`config.mk`:
```
export PLATFORM = sky130hd
export DESIGN_NAME = lidar_frame_receiver_xor_check_top
export DESIGN_NICKNAME = d
export VERILOG_FILES = /design/src/hdl/lfrx_pkg.sv /design/src/hdl/lfrx_ram.sv /design/src/hdl/lfrx_queue.sv /design/src/hdl/lfrx_front.sv /design/src/hdl/lfrx_back.sv /design/src/hdl/lidar_frame_receiver_xor_check_top.sv
export VERILOG_INCLUDE_DIRS = /design/src /design/src/hdl
export SDC_FILE = /design/constraint.sdc
export NUM_CORES = 1
export LEC_CHECK = 0
export BUFFER_PORTS_ARGS = -buffer_cell sky130_fd_sc_hd__buf_2
export CORE_MARGIN = 3
export CORE_UTILIZATION = 63
export CTS_BUF_LIST = sky130_fd_sc_hd__clkbuf_16
export CTS_CLUSTER_SIZE = 24
export DETAILED_ROUTE_END_ITERATION = 16
export PLACE_DENSITY_LB_ADDON = 0.08
export SETUP_SLACK_MARGIN = 0.02
export SLEW_MARGIN = 10
export SYNTH_ARGS = -nofsm -noshare
export SYNTH_HDL_FRONTEND = slang
export SYNTH_SLANG_ARGS = --single-unit
```
`constraint.sdc`:
```
create_clock -name clk_i -period 3.7 [get_ports clk_i]
set_clock_uncertainty 0.2 [all_clocks]
set_input_delay 0.555 -clock clk_i [delete_from_list [all_inputs] [get_ports clk_i]]
set_output_delay 0.555 -clock clk_i [all_outputs]
set_load 0.01 [all_outputs]
```
`src/hdl/lidar_frame_receiver_xor_check_top_defines.svh`:
```
// ----------------------------------------------------------------------------
// Assertion macros for the lidar frame receiver
// Shared property templates used by the top level checks.
// ----------------------------------------------------------------------------
`ifndef LIDAR_FRAME_RECEIVER_XOR_CHECK_TOP_DEFINES_SVH
`define LIDAR_FRAME_RECEIVER_XOR_CHECK_TOP_DEFINES_SVH

// Same-cycle implication, disabled while reset is asserted.
`define LFRX_ASSERT_IMP(lbl, clk, rstn, ante, cons, msg) \
  lbl: assert property (@(posedge clk) disable iff (!rstn) (ante) |-> (cons)) \
    else $error(msg);

// Next-cycle implication, disabled while reset is asserted.
`define LFRX_ASSERT_NXT(lbl, clk, rstn, ante, cons, msg) \
  lbl: assert property (@(posedge clk) disable iff (!rstn) (ante) |=> (cons)) \
    else $error(msg);

`endif

```
`src/hdl/lfrx_pkg.sv`:
```
// ----------------------------------------------------------------------------
// lfrx_pkg
// Widths, register codes and shared structs of the frame receiver.
// ----------------------------------------------------------------------------
package lfrx_pkg;

  localparam int ByteW          = 8;
  localparam int NibW           = 4;
  localparam int PosW           = 6;
  localparam int PosSlots       = 2 ** PosW;
  localparam int BankCount      = 2;
  localparam int AddrW          = PosW + 1;
  localparam int CfgIdxW        = 2;
  localparam int FrameLengthDef = 60;

  // Configuration register indexes.
  localparam logic [CfgIdxW-1:0] CfgFirstHdr  = CfgIdxW'(0);
  localparam logic [CfgIdxW-1:0] CfgSecondHdr = CfgIdxW'(1);

  // Header nibble reset values.
  localparam logic [NibW-1:0] FirstHdrRst  = NibW'(10);
  localparam logic [NibW-1:0] SecondHdrRst = NibW'(5);

  // Receive positions with a role of their own.
  localparam logic [PosW-1:0] FirstHdrPos  = PosW'(0);
  localparam logic [PosW-1:0] SecondHdrPos = PosW'(1);
  localparam logic [PosW-1:0] FirstBodyPos = PosW'(2);

  // Frame store write port.
  typedef struct packed {
    logic             en;
    logic [AddrW-1:0] addr;
    logic [ByteW-1:0] data;
  } ram_wr_t;

  // A bank handed over between front and back (frame token or release).
  typedef struct packed {
    logic valid;
    logic bank;
  } bank_msg_t;

  // Replay engine status.
  typedef struct packed {
    logic active;
    logic bank;
  } back_stat_t;

endpackage

```
`src/hdl/lfrx_ram.sv`:
```
// ----------------------------------------------------------------------------
// lfrx_ram
// Simple dual-port RAM: one write port, one read port with registered data.
// ----------------------------------------------------------------------------
module lfrx_ram #(
  parameter int WIDTH = 8,
  parameter int DEPTH = 128,
  localparam int AW   = $clog2(DEPTH)
) (
  input  logic             clk_i,
  input  logic             we_i,
  input  logic [AW-1:0]    waddr_i,
  input  logic [WIDTH-1:0] wdata_i,
  input  logic             re_i,
  input  logic [AW-1:0]    raddr_i,
  output logic [WIDTH-1:0] rdata_o
);

  logic [WIDTH-1:0] mem_q [DEPTH];
  logic [WIDTH-1:0] rdata_q;

  // Write port and registered read port.
  always_ff @(posedge clk_i) begin
    if (we_i) begin
      mem_q[waddr_i] <= wdata_i;
    end
    if (re_i) begin
      rdata_q <= mem_q[raddr_i];
    end
  end

  assign rdata_o = rdata_q;

endmodule

```
`src/hdl/lfrx_queue.sv`:
```
// ----------------------------------------------------------------------------
// lfrx_queue
// Two-entry queue of finished frame tokens between receiver and replay.
// ----------------------------------------------------------------------------
module lfrx_queue import lfrx_pkg::*; (
  input  logic      clk_i,
  input  logic      rst_ni,
  input  bank_msg_t push_i,
  input  logic      pop_i,
  output logic      empty_o,
  output logic      full_o,
  output logic      head_o
);

  logic [1:0] ent_q;
  logic       wr_ptr_q, wr_ptr_d;
  logic       rd_ptr_q, rd_ptr_d;
  logic [1:0] count_q, count_d;
  logic       do_push, do_pop;

  assign empty_o = (count_q == 2'd0);
  assign full_o  = (count_q == 2'd2);
  assign head_o  = ent_q[rd_ptr_q];
  assign do_push = push_i.valid && !full_o;
  assign do_pop  = pop_i && !empty_o;

  // Pointer and fill count update.
  always_comb begin
    wr_ptr_d = wr_ptr_q ^ do_push;
    rd_ptr_d = rd_ptr_q ^ do_pop;
    count_d  = count_q + {1'b0, do_push} - {1'b0, do_pop};
  end

  always_ff @(posedge clk_i or negedge rst_ni) begin
    if (!rst_ni) begin
      wr_ptr_q <= 1'b0;
      rd_ptr_q <= 1'b0;
      count_q  <= 2'd0;
    end else begin
      wr_ptr_q <= wr_ptr_d;
      rd_ptr_q <= rd_ptr_d;
      count_q  <= count_d;
    end
  end

  // Token storage.
  always_ff @(posedge clk_i) begin
    if (do_push) begin
      ent_q[wr_ptr_q] <= push_i.bank;
    end
  end

endmodule

```
`src/hdl/lfrx_front.sv`:
```
// ----------------------------------------------------------------------------
// lfrx_front
// Receiver: hunts headers, stores frame words, checks the XOR and hands
// good frames to the replay side by bank.
// ----------------------------------------------------------------------------
module lfrx_front import lfrx_pkg::*; #(
  parameter int FRAME_LENGTH = FrameLengthDef
) (
  input  logic             clk_i,
  input  logic             rst_ni,
  input  logic             rx_valid_i,
  output logic             rx_ready_o,
  input  logic [ByteW-1:0] rx_byte_i,
  input  logic [NibW-1:0]  hdr0_i,
  input  logic [NibW-1:0]  hdr1_i,
  input  bank_msg_t        release_i,
  output bank_msg_t        push_o,
  output ram_wr_t          ram_wr_o
);

  localparam logic [PosW-1:0] LastPos = PosW'(FRAME_LENGTH - 1);

  logic [PosW-1:0]      pos_q, pos_d;
  logic [ByteW-1:0]     xor_q, xor_d;
  logic [NibW-1:0]      nib0_q, nib0_d;
  logic [NibW-1:0]      nib1_q, nib1_d;
  logic                 wr_bank_q, wr_bank_d;
  logic [BankCount-1:0] busy_q, busy_d;
  logic                 accept;
  logic [NibW-1:0]      hi_nib, lo_nib;
  logic [ByteW-1:0]     xor_next;
  logic                 good;

  // A word is taken only while the bank being filled is not locked by a good frame still to be replayed.
  assign rx_ready_o = !busy_q[wr_bank_q];
  assign accept     = rx_valid_i && rx_ready_o;
  assign hi_nib     = rx_byte_i[ByteW-1 -: NibW];
  assign lo_nib     = rx_byte_i[NibW-1:0];
  assign xor_next   = ((pos_q == FirstBodyPos) ? '0 : xor_q) ^ rx_byte_i;

  // Position tracking, header checks and the running XOR.
  always_comb begin
    pos_d         = pos_q;
    xor_d         = xor_q;
    nib0_d        = nib0_q;
    nib1_d        = nib1_q;
    good          = 1'b0;
    ram_wr_o.en   = 1'b0;
    ram_wr_o.addr = {wr_bank_q, pos_q};
    ram_wr_o.data = rx_byte_i;
    if (accept) begin
      priority if (pos_q == FirstHdrPos) begin
        if (hi_nib == hdr0_i) begin
          ram_wr_o.en = 1'b1;
          nib0_d      = lo_nib;
          pos_d       = SecondHdrPos;
        end
      end else if (pos_q == SecondHdrPos) begin
        if (hi_nib == hdr1_i) begin
          ram_wr_o.en = 1'b1;
          nib1_d      = lo_nib;
          pos_d       = FirstBodyPos;
        end else begin
          pos_d = FirstHdrPos;
        end
      end else if (pos_q != LastPos) begin
        ram_wr_o.en = 1'b1;
        xor_d       = xor_next;
        pos_d       = pos_q + PosW'(1);
      end else begin
        ram_wr_o.en = 1'b1;
        xor_d       = xor_next;
        pos_d       = FirstHdrPos;
        good        = (xor_next == {nib1_q, nib0_q});
      end
    end
  end

  // Bank ownership: a good frame locks its bank until replay has read it.
  always_comb begin
    busy_d    = busy_q;
    wr_bank_d = wr_bank_q;
    if (release_i.valid) begin
      busy_d[release_i.bank] = 1'b0;
    end
    if (good) begin
      busy_d[wr_bank_q] = 1'b1;
      wr_bank_d         = !wr_bank_q;
    end
  end

  assign push_o.valid = good;
  assign push_o.bank  = wr_bank_q;

  always_ff @(posedge clk_i or negedge rst_ni) begin
    if (!rst_ni) begin
      pos_q     <= FirstHdrPos;
      xor_q     <= '0;
      wr_bank_q <= 1'b0;
      busy_q    <= '0;
    end else begin
      pos_q     <= pos_d;
      xor_q     <= xor_d;
      wr_bank_q <= wr_bank_d;
      busy_q    <= busy_d;
    end
  end

  // Expected check nibbles taken from the header words.
  always_ff @(posedge clk_i) begin
    nib0_q <= nib0_d;
    nib1_q <= nib1_d;
  end

endmodule

```
`src/hdl/lfrx_back.sv`:
```
// ----------------------------------------------------------------------------
// lfrx_back
// Replay engine: takes a frame token, reads its bank word by word and
// presents each word with its position and a last mark.
// ----------------------------------------------------------------------------
module lfrx_back import lfrx_pkg::*; #(
  parameter int FRAME_LENGTH = FrameLengthDef
) (
  input  logic             clk_i,
  input  logic             rst_ni,
  input  logic             q_empty_i,
  input  logic             q_head_i,
  output logic             q_pop_o,
  output logic             ram_re_o,
  output logic [AddrW-1:0] ram_raddr_o,
  input  logic [ByteW-1:0] ram_rdata_i,
  output bank_msg_t        release_o,
  output back_stat_t       stat_o,
  output logic             out_valid_o,
  input  logic             out_ready_i,
  output logic [ByteW-1:0] frame_byte_o,
  output logic [PosW-1:0]  byte_position_o,
  output logic             last_of_frame_o
);

  localparam logic [PosW-1:0] LastPos = PosW'(FRAME_LENGTH - 1);

  typedef enum logic {
    BkIdle,
    BkRun
  } back_state_e;

  back_state_e     state_q;
  logic            bank_q;
  logic [PosW-1:0] pos_q;
  logic            pend_q;
  logic            out_valid_q;
  logic [PosW-1:0] out_pos_q;
  logic            out_last_q;
  logic            issue;
  logic            last_issue;

  // A read goes out only when the output register is free by the time
  // the data returns.
  assign issue      = (state_q == BkRun) && !pend_q && (!out_valid_q || out_ready_i);
  assign last_issue = issue && (pos_q == LastPos);
  assign q_pop_o    = (state_q == BkIdle) && !q_empty_i;

  assign ram_re_o        = issue;
  assign ram_raddr_o     = {bank_q, pos_q};
  assign release_o.valid = last_issue;
  assign release_o.bank  = bank_q;
  assign stat_o.active   = (state_q == BkRun);
  assign stat_o.bank     = bank_q;

  assign out_valid_o     = out_valid_q;
  assign frame_byte_o    = ram_rdata_i;
  assign byte_position_o = out_pos_q;
  assign last_of_frame_o = out_last_q;

  // Sequencer and output register.
  always_ff @(posedge clk_i or negedge rst_ni) begin
    if (!rst_ni) begin
      state_q     <= BkIdle;
      bank_q      <= 1'b0;
      pos_q       <= '0;
      pend_q      <= 1'b0;
      out_valid_q <= 1'b0;
      out_pos_q   <= '0;
      out_last_q  <= 1'b0;
    end else begin
      pend_q <= issue;
      if (pend_q) begin
        out_valid_q <= 1'b1;
      end else if (out_ready_i) begin
        out_valid_q <= 1'b0;
      end
      if (issue) begin
        out_pos_q  <= pos_q;
        out_last_q <= (pos_q == LastPos);
      end
      unique case (state_q)
        BkIdle: begin
          if (!q_empty_i) begin
            bank_q  <= q_head_i;
            pos_q   <= '0;
            state_q <= BkRun;
          end
        end
        BkRun: begin
          if (last_issue) begin
            state_q <= BkIdle;
          end else if (issue) begin
            pos_q <= pos_q + PosW'(1);
          end
        end
        default: state_q <= BkIdle;
      endcase
    end
  end

endmodule

```
`src/hdl/lidar_frame_receiver_xor_check_top.sv`:
```
// A good frame's token goes through the token queue and the replay sequencer before the first
// word is read. Replay: each word passes the registered frame store read, then the output
// register; a new read goes out only once the last one has returned and the output is free.
// Input: one word per cycle; it stalls only while both store banks hold unplayed frames.
// Reset clears positions, the XOR, bank ownership and the token queue; the store is not cleared.
// ----------------------------------------------------------------------------
// lidar_frame_receiver_xor_check_top
// Frame receiver with header search, XOR check and replay of good frames.
// ----------------------------------------------------------------------------
`include "lidar_frame_receiver_xor_check_top_defines.svh"

module lidar_frame_receiver_xor_check_top import lfrx_pkg::*; #(
  parameter int FRAME_LENGTH = FrameLengthDef
) (
  input  logic               clk_i,
  input  logic               rst_ni,
  input  logic               cfg_valid_i,
  output logic               cfg_ready_o,
  input  logic [CfgIdxW-1:0] cfg_index_i,
  input  logic [NibW-1:0]    cfg_data_i,
  input  logic               rx_valid_i,
  output logic               rx_ready_o,
  input  logic [ByteW-1:0]   rx_byte_i,
  output logic               out_valid_o,
  input  logic               out_ready_i,
  output logic [ByteW-1:0]   frame_byte_o,
  output logic [PosW-1:0]    byte_position_o,
  output logic               last_of_frame_o
);

  logic [NibW-1:0]  hdr0_q, hdr1_q;
  bank_msg_t        push;
  bank_msg_t        release_msg;
  back_stat_t       back_stat;
  ram_wr_t          ram_wr;
  logic             q_empty, q_full, q_head, q_pop;
  logic             ram_re;
  logic [AddrW-1:0] ram_raddr;
  logic [ByteW-1:0] ram_rdata;

  // Header configuration registers.
  assign cfg_ready_o = 1'b1;

  always_ff @(posedge clk_i or negedge rst_ni) begin
    if (!rst_ni) begin
      hdr0_q <= FirstHdrRst;
      hdr1_q <= SecondHdrRst;
    end else if (cfg_valid_i) begin
      if (cfg_index_i == CfgFirstHdr) begin
        hdr0_q <= cfg_data_i;
      end
      if (cfg_index_i == CfgSecondHdr) begin
        hdr1_q <= cfg_data_i;
      end
    end
  end

  // Receiver side.
  lfrx_front #(
    .FRAME_LENGTH(FRAME_LENGTH)
  ) u_front (
    .clk_i     (clk_i),
    .rst_ni    (rst_ni),
    .rx_valid_i(rx_valid_i),
    .rx_ready_o(rx_ready_o),
    .rx_byte_i (rx_byte_i),
    .hdr0_i    (hdr0_q),
    .hdr1_i    (hdr1_q),
    .release_i (release_msg),
    .push_o    (push),
    .ram_wr_o  (ram_wr)
  );

  // Two banks of frame storage.
  lfrx_ram #(
    .WIDTH(ByteW),
    .DEPTH(BankCount * PosSlots)
  ) u_store (
    .clk_i  (clk_i),
    .we_i   (ram_wr.en),
    .waddr_i(ram_wr.addr),
    .wdata_i(ram_wr.data),
    .re_i   (ram_re),
    .raddr_i(ram_raddr),
    .rdata_o(ram_rdata)
  );

  // Finished frame tokens.
  lfrx_queue u_queue (
    .clk_i  (clk_i),
    .rst_ni (rst_ni),
    .push_i (push),
    .pop_i  (q_pop),
    .empty_o(q_empty),
    .full_o (q_full),
    .head_o (q_head)
  );

  // Replay side.
  lfrx_back #(
    .FRAME_LENGTH(FRAME_LENGTH)
  ) u_back (
    .clk_i          (clk_i),
    .rst_ni         (rst_ni),
    .q_empty_i      (q_empty),
    .q_head_i       (q_head),
    .q_pop_o        (q_pop),
    .ram_re_o       (ram_re),
    .ram_raddr_o    (ram_raddr),
    .ram_rdata_i    (ram_rdata),
    .release_o      (release_msg),
    .stat_o         (back_stat),
    .out_valid_o    (out_valid_o),
    .out_ready_i    (out_ready_i),
    .frame_byte_o   (frame_byte_o),
    .byte_position_o(byte_position_o),
    .last_of_frame_o(last_of_frame_o)
  );

  // Checks on bank handover between the two sides.
  `LFRX_ASSERT_IMP(a_push_not_full, clk_i, rst_ni, push.valid, !q_full,
                   "frame token pushed into a full queue")
  `LFRX_ASSERT_IMP(a_no_write_under_replay, clk_i, rst_ni,
                   ram_wr.en && back_stat.active,
                   ram_wr.addr[AddrW-1] != back_stat.bank,
                   "receiver wrote into the bank under replay")
  `LFRX_ASSERT_NXT(a_pop_starts_replay, clk_i, rst_ni, q_pop,
                   back_stat.active && (back_stat.bank == $past(q_head)),
                   "replay did not start on the popped bank")

endmodule

```
==> results of run 1 <==
-- report_power, final --
| group | leakage (uW) | internal [uW] | switching [uW] | total [uW] |
|---|---|---|---|---|
| clock | 0.00169 | 5780 | 4470 | 10200 |
| sequential | 0.00992 | 13900 | 583 | 14500 |
| combinational | 0.00414 | 4190 | 5730 | 9920 |
| total | 0.0157 | 23900 | 10800 | 34700 |
-- how the worst min path moves through the flow --
stage,startpoint,end
after global placement,u_back.pend_q,u_back.out_valid_o
after global routing,rx_byte_i[0],u_store.mem_q[19][0]
final,rx_byte_i[0],u_store.mem_q[0][0]
after detailed placement,u_back.pend_q,u_back.out_valid_o
after floorplan,rst_ni,hdr0_q[0]
after CTS,rx_byte_i[0],u_store.mem_q[0][0]
-- routing by layer --
layer | up-vias | global-route usage, % | share of wire [%]
li1 | 9428 | - | -
met1 | 11779 | 44.4 | 39
met2 | 1263 | 47.9 | 47
met3 | 221 | 6.40 | 9.3
met4 | 0 | 11.5 | 3.8
met5 | - | 0 | 0
-- cell usage in the layout, fill, tap and decap left out, types with 27 or more instances in the layout --
cell       instances
o221ai_1          33
clkbuf_16        107
nor2_1           164
mux2i_1          182
buf_2             27
clkinv_1          27
a211oi_1          27
nand2_1           59
edfxtp_1        1042
buf_4            127
mux4_2           190
inv_1             43
dfrtp_1           37
o21ai_0           48
a21oi_1           48
-- registers in the layout, indices dropped and copies added, names as in the netlist, 2 cells and up --
signal / flops
u_store.mem_q: 1024
u_front.xor_q: 8
u_store.rdata_o: 8
u_back.byte_position_o: 6
u_back.pos_q: 6
u_front.pos_q: 6
hdr0_q: 4
hdr1_q: 4
u_front.nib0_q: 4
u_front.nib1_q: 4
u_front.busy_q: 2
u_queue.count_q: 2
u_queue.ent_q: 2
-- final cells by class --
class,count,share of cell area [%]
flip-flops and latches,1088,67.3
multi-input cells,999,20.4
clock buffers,107,5.55
repair buffers,177,3.07
well taps,873,2.26
clock inverters,87,1.28
inverters,18,0.140
diodes,2,0.0104
-- kinds of logic (layout without fill, tap and decap cells) --
family / count (synthesis) / count (layout) / share of synthesized area, %
flip-flops: 1088 / 1088 / 75.3
multiplexers: 384 / 384 / 14.5
AND/OR/NAND/NOR: 306 / 306 / 3.13
AO/OA/AOI/OAI: 272 / 272 / 4.41
buffers and inverters: 141 / 389 / 1.86
XOR/XNOR: 29 / 29 / 0.590
adder cells (fa/ha/maj): 7 / 7 / 0.203
other: 1 / 3 / 0.00871
-- worst register-to-register path: cells and delay by family, from the launching register on --
kind / cells / cell delay (ns)
mux: 2 / 0.67
compound gates: 2 / 1.08
flops: 1 / 0.74
buf+inv: 2 / 0.50
simple gates: 1 / 0.08
-- per-stage QoR --
stage	worst slack, ns	cells	area (um^2)	power (uW)
6_report	0.121	3351	48200	34700
5_1_grt	0.0546	3350	48200	35800
4_1_cts	0.109	3349	48200	34700
3_5_place_dp	0.104	3148	44900	24600
3_3_place_gp	0.0782	3148	44900	24400
2_1_floorplan	0.646	2228	43100	20700
-- cell usage after synthesis (12+ instances only) --
cell      number
edfxtp_1    1042
mux4_2       190
mux2i_1      182
nor2_1       165
nand2_1       59
a21oi_1       48
o21ai_0       48
dfrtp_1       42
clkbuf_1      38
buf_2         33
o221ai_1      33
buf_4         31
a211oi_1      27
o22ai_1       22
nand3_1       21
a22oi_1       20
xnor2_1       19
inv_1         17
buf_6         15
nor2b_1       13
mux2_2        12
nand4_1       12
==> impl_summary.log, run 1 <==
[metrics] Hold Violations, Final: 0
[metrics] vias in the first global route: 22953
[metrics] final HPWL from detailed placement: 68000 um
[metrics] total setup violations reported at the end of the flow: 0
[metrics] sequential cell area: 32500 um^2
[metrics] reg2reg path depth: 7
[metrics] kind of cell with the highest combined delay on the critical path: compound AO/OA/AOI/OAI gates
[metrics] critical path class: flip-flop to flip-flop
[metrics] count of port buffers added during placement: 35
[metrics] initial core utilization: 63.9%
[metrics] shortest period the worst path allows: 3.58 ns
[metrics] weighted congestion at the end of routability-driven global placement: 0.852
[metrics] number of top-level design ports: 37
[metrics] sequential fraction of the synthesis area: 75.3%
[metrics] worst reg2reg endpoint: u_store.rdata_o[7]
[metrics] Final Max Slew Viols: 0
[metrics] number of different library cells in the post-synthesis netlist: 68
[metrics] Max-slew headroom: 15.8%
[metrics] CTS tree: built
[metrics] Synthesized Nets: 2254
[metrics] maximum clock frequency: 279 MHz
[metrics] clock slew at the register clock pins of the worst setup and hold paths: 0.07 ns
[metrics] footprint of the multi-input gates: 9850 um^2
[metrics] Setup TNS Final: 0 ns
[metrics] WP data arrival: 3.74 ns
[metrics] number of search-and-repair iterations in the first detailed-routing pass: 5
[metrics] overall die height: 267 um
[metrics] total stage count of the critical path: 7
[metrics] TritonCTS sink count: 1088
[metrics] area of the placeable core: 67400 um^2
[metrics] Max stage delay on crit path: 0.88 ns
[metrics] Post-CTS Setup Bufs: 0
[metrics] result of the run: completed
[metrics] main area contributors after synthesis: edfxtp_1, mux4_2, mux2i_1, dfrtp_1, nor2_1
[metrics] number of vias after detailed routing: 22691
[metrics] power density relative to cell area: 719 nW/um^2
[metrics] post-DR vias/cell: 6.77
[metrics] Syn. warnings: 0
[metrics] root cell of the clock tree: clkbuf_16
[metrics] number of nets with antenna violations after detailed routing: 0
[metrics] worst hold path class: primary input to flip-flop
[metrics] prevailing post-synth register cell: edfxtp_1
[metrics] worst reg2reg startpoint: u_back.pos_q[0]
[metrics] H-tree depth: 3
[metrics] data required time of the critical path: 3.86 ns
[metrics] termination of the worst setup path: u_store.rdata_o[7]
[metrics] Final Cycle Share: 96.7%
[metrics] number of DRC markers in iteration 0: 2685
[metrics] GRT Resource Usage Total: 30.9%
[metrics] cell breakdown of the critical path: buf_12, buf_4, mux4_2, mux2i_1, nor2_1, o311ai_0, a31oi_1
[metrics] EDFF count, synth: 1042
[metrics] fraction of post-synthesis cell area in the top cell type by area: 72.6%
[metrics] flop and latch count out of synthesis: 1088
[metrics] dominant cell type by area after synthesis: edfxtp_1
[metrics] Bufs on Longest Clock Path: 3
[metrics] Hold Path Depth: 1
[metrics] final core utilization: 71.6%
[metrics] average wire per standard cell: 32.0 um
[metrics] sort of element at the start of the critical path: flip-flop
[metrics] leakage power summed over all cells: 0.0157 uW
[metrics] total routed wirelength: 107000 um
[metrics] number of filler instances in the final layout: 4064
[metrics] TritonCTS Buffers: 105
[metrics] Layout Area Growth over Synthesis: 12.0%
[metrics] Mapped Cells: 2228
[metrics] CP Max Fanout: 21
[metrics] share of async-settable or async-resettable flops after synthesis: 4.23%
[metrics] gr ovfl total: 0
[metrics] hold_buf cts: 7
[metrics] Resized Gates After CTS: 0
[metrics] capturing element type of the critical path: flip-flop
[metrics] number of nets in the final layout: 2415
[metrics] average size of a mapped cell: 19.3 um^2
[metrics] antenna violations before repair: 5
[metrics] slack of the worst reg-to-reg path: 0.12 ns
[metrics] worst-skew pair later-pin latency: 0.66 ns
[metrics] number of placement rows: 95
[metrics] worst setup path startpoint: u_back.pos_q[0]
[metrics] Mapped Area: 43100 um^2
[metrics] transition time at the pin with the least slew margin: 1.26 ns
[metrics] worst hold slack: 0.187 ns
[metrics] pin count of the biggest net entering global routing: 133
[metrics] die width: 267 um
[metrics] global-route wire length before repair: 158000 um
[metrics] buffering stage count on the worst path with inverters included: 2
[metrics] fraction of final layout cells sized beyond drive strength 1: 22.0%
[metrics] Residual DRC: 0
[metrics] peak ir drop on the vdd network: 0.505 mV
[metrics] Critical Path Slowest Stage Cell: o311ai_0
[metrics] Total Die Area: 71600 um^2
[metrics] max_cap viols: 0
[metrics] unrepaired setup endpoints after global routing: no
No activity file was read; power rests on OpenSTA's default activity.
==> run 2, diff against run 1 <==
Settings changed: CORE_UTILIZATION 63 to 65, CTS_BUF_LIST sky130_fd_sc_hd__clkbuf_16 to sky130_fd_sc_hd__clkbuf_4.
==> run 2 against run 1 <==
Net effect:
- flip-flop and latch count stayed put
- utilization is 3.3 points higher
- clock power is 5% lower
- non-clock buffer count is 48 higher
- register-to-register slack better by 0.08 ns
- largest power group unchanged
- critical path type unchanged
- worst setup slack better by 0.075 ns
- final cell count is 8.8% higher
- routed wire length is 2.6% higher
- critical path depth is 1 lower
- sequential power hardly changed
- power is 1.3% lower
- combinational power hardly changed
- critical endpoint is now u_store.rdata_o[3]
==> impl_summary.log, run 2 (synthesis results as in run 1) <==
[metrics] result of the run: completed
[metrics] number of vias after detailed routing: 24489
[metrics] root cell of the clock tree: clkbuf_4
[metrics] fraction of final layout cells sized beyond drive strength 1: 30.2%
[metrics] post-DR vias/cell: 6.72
[metrics] worst hold slack: 0.109 ns
[metrics] power density relative to cell area: 703 nW/um^2
[metrics] Hold Violations, Final: 0
[metrics] number of top-level design ports: 37
[metrics] proportion of total power due to net switching: 32.2%
[metrics] total power consumption of the routed design: 34200 uW
[metrics] number of filler instances in the final layout: 3849
[metrics] final HPWL from detailed placement: 67000 um
[metrics] unrepaired setup endpoints after global routing: no
[metrics] Bufs on Longest Clock Path: 4
[metrics] critical path class: flip-flop to flip-flop
[metrics] Max-slew headroom: 30.1%
[metrics] register with the most flip-flops: u_store.mem_q
[metrics] number of DRC markers in iteration 0: 2971
[metrics] Residual DRC: 0
[metrics] Layout Area Growth over Synthesis: 13.1%
[metrics] clock slew at the register clock pins of the worst setup and hold paths: 0.06 ns
[metrics] CP Max Fanout: 26
[metrics] TritonCTS sink count: 1088
[metrics] die width: 263 um
[metrics] average wire per standard cell: 30.2 um
[metrics] most frequent cells in the layout: edfxtp_1, clkbuf_4, mux4_2, mux2i_1, nor2_1
[metrics] sort of element at the start of the critical path: flip-flop
[metrics] H-tree depth: 5
[metrics] worst hold path class: primary input to flip-flop
[metrics] number of placement rows: 93
[metrics] area of the placeable core: 65000 um^2
[metrics] max_cap viols: 0
[metrics] TritonCTS Buffers: 284
[metrics] gr ovfl total: 0
[metrics] number of nets in the final layout: 2642
[metrics] count of port buffers added during placement: 35
[metrics] Total Die Area: 69400 um^2
[metrics] Final Cycle Share: 94.7%
[metrics] part of the power in registers: 42.3%
[metrics] share of total power in combinational logic: 29.5%
[metrics] relative contribution of the clock network to total power: 28.3%
[metrics] initial core utilization: 66.2%
[metrics] total placed instance area: 45200 um^2
[metrics] capturing element type of the critical path: flip-flop
[metrics] weighted congestion at the end of routability-driven global placement: 0.860
[metrics] overall die height: 263 um
[metrics] pin count of the biggest net entering global routing: 133
[metrics] leading cell type in the layout, fill and taps excluded: edfxtp_1
[metrics] switching power total: 11000 uW
[metrics] Cells after DPL: 3160
[metrics] worst-skew pair later-pin latency: 1.11 ns
[metrics] shortest period the worst path allows: 3.50 ns
[metrics] final instance area: 48700 um^2
[metrics] vias in the first global route: 24525
[metrics] maximum clock frequency: 285 MHz
[metrics] Post-Layout Cell Count: 3646
[metrics] GRT Resource Usage Total: 32.2%
[metrics] Final Max Slew Viols: 0
[metrics] number of flip-flops in the largest register: 1024
[metrics] transition time at the pin with the least slew margin: 1.05 ns
[metrics] data required time of the critical path: 4.25 ns
[metrics] number of search-and-repair iterations in the first detailed-routing pass: 5
[metrics] Setup TNS Final: 0 ns
[metrics] peak ir drop on the vdd network: 0.413 mV
[metrics] antenna violations before repair: 3
[metrics] total routed wirelength: 110000 um
[metrics] CTS tree: built
[metrics] leakage power summed over all cells: 0.0163 uW
[metrics] number of nets with antenna violations after detailed routing: 0
[metrics] internal power of the cells: 23200 uW
[metrics] WP data arrival: 4.05 ns
[metrics] global-route wire length before repair: 162000 um
[metrics] total setup violations reported at the end of the flow: 0
==> run 2: cell count changes in the layout (fill, tap and decap cells not counted), sizes merged <==
cell / delta
inv: -25
bufinv: -5
clkinv: +17
clkbuf: +286
clkinvlp: -9
diode: +1
dlygate4sd3: +17
buf: +31
==> run 2: stage by stage <==
stage | worst slack (ns) | util (%)
detailed placement | 0.124 | 69.4
global route | 0.0944 | 74.9
global placement | 0.285 | 69.4
finish | 0.196 | 74.9
CTS | 0.123 | 74.9
floorplan | 0.646 | -
==> run 2: power groups by stage <==
stage	clock network, uW	registers, uW	logic (uW)
6_report	9680	14500	10100
5_1_grt	10500	14500	10500
4_1_cts	9830	14400	10000
3_5_place_dp	0	14700	9920
3_3_place_gp	0	14700	9780
2_1_floorplan	0	14300	6390
==> run 2: final cells by class <==
type / instances / area (um^2) / share of cell area [%]
Multi-Input combinational cell: 999 / 9840 / 20.2
Clock inverter: 65 / 338 / 0.693
Sequential cell: 1088 / 32500 / 66.6
Timing Repair Buffer: 225 / 1980 / 4.07
Inverter: 18 / 67.6 / 0.139
Clock buffer: 393 / 2950 / 6.06
Tap cell: 855 / 1070 / 2.20
Antenna cell: 3 / 7.51 / 0.0154
==> run 2: routing by layer <==
| layer | up-vias | routed length (um) | share of wire (%) | global-route usage, % |
|---|---|---|---|---|
| li1 | 10041 | - | - | - |
| met1 | 12483 | 41500 | 38 | 45.9 |
| met2 | 1686 | 52500 | 48 | 49.4 |
| met3 | 279 | 11900 | 11 | 7.07 |
| met4 | 0 | 4210 | 3.8 | 13.8 |
| met5 | - | 0 | 0 | 0 |
==> run 2: path summary, 6_finish.rpt <==
check / from / endpoint / slack (ns) / cells past startpoint
setup / recovery: u_back.pos_q[0] / u_store.rdata_o[3] / 0.20 / 6
min in group asynchronous: rst_ni / hdr1_q[0] / 0.47 / 3
setup reg to reg: u_back.pos_q[0] / u_store.rdata_o[3] / 0.20 / 6
hold reg to reg: u_back.pend_q / u_back.out_valid_o / 0.27 / 1
hold / removal: cfg_data_i[3] / hdr0_q[3] / 0.11 / 3
max in group asynchronous: rst_ni / u_back.pos_q[2] / 2.50 / 4
==> run 2: repair_timing <==
action | in CTS | in global routing
gates resized for setup | 0 | 1
hold buffers | 25 | 0
buffers inserted | 0 | 0
hold endpoints to repair | 465 | 0
setup endpoints to repair | 0 | 1
==> run 2: critical path, cell delays in order, from the launching register on <==
cell,delay [ns]
dfrtp_4,0.80
buf_4,0.28
mux4_2,0.52
a211oi_1,0.41
o21ai_0,0.31
a32oi_1,0.48
mux2i_1,0.18
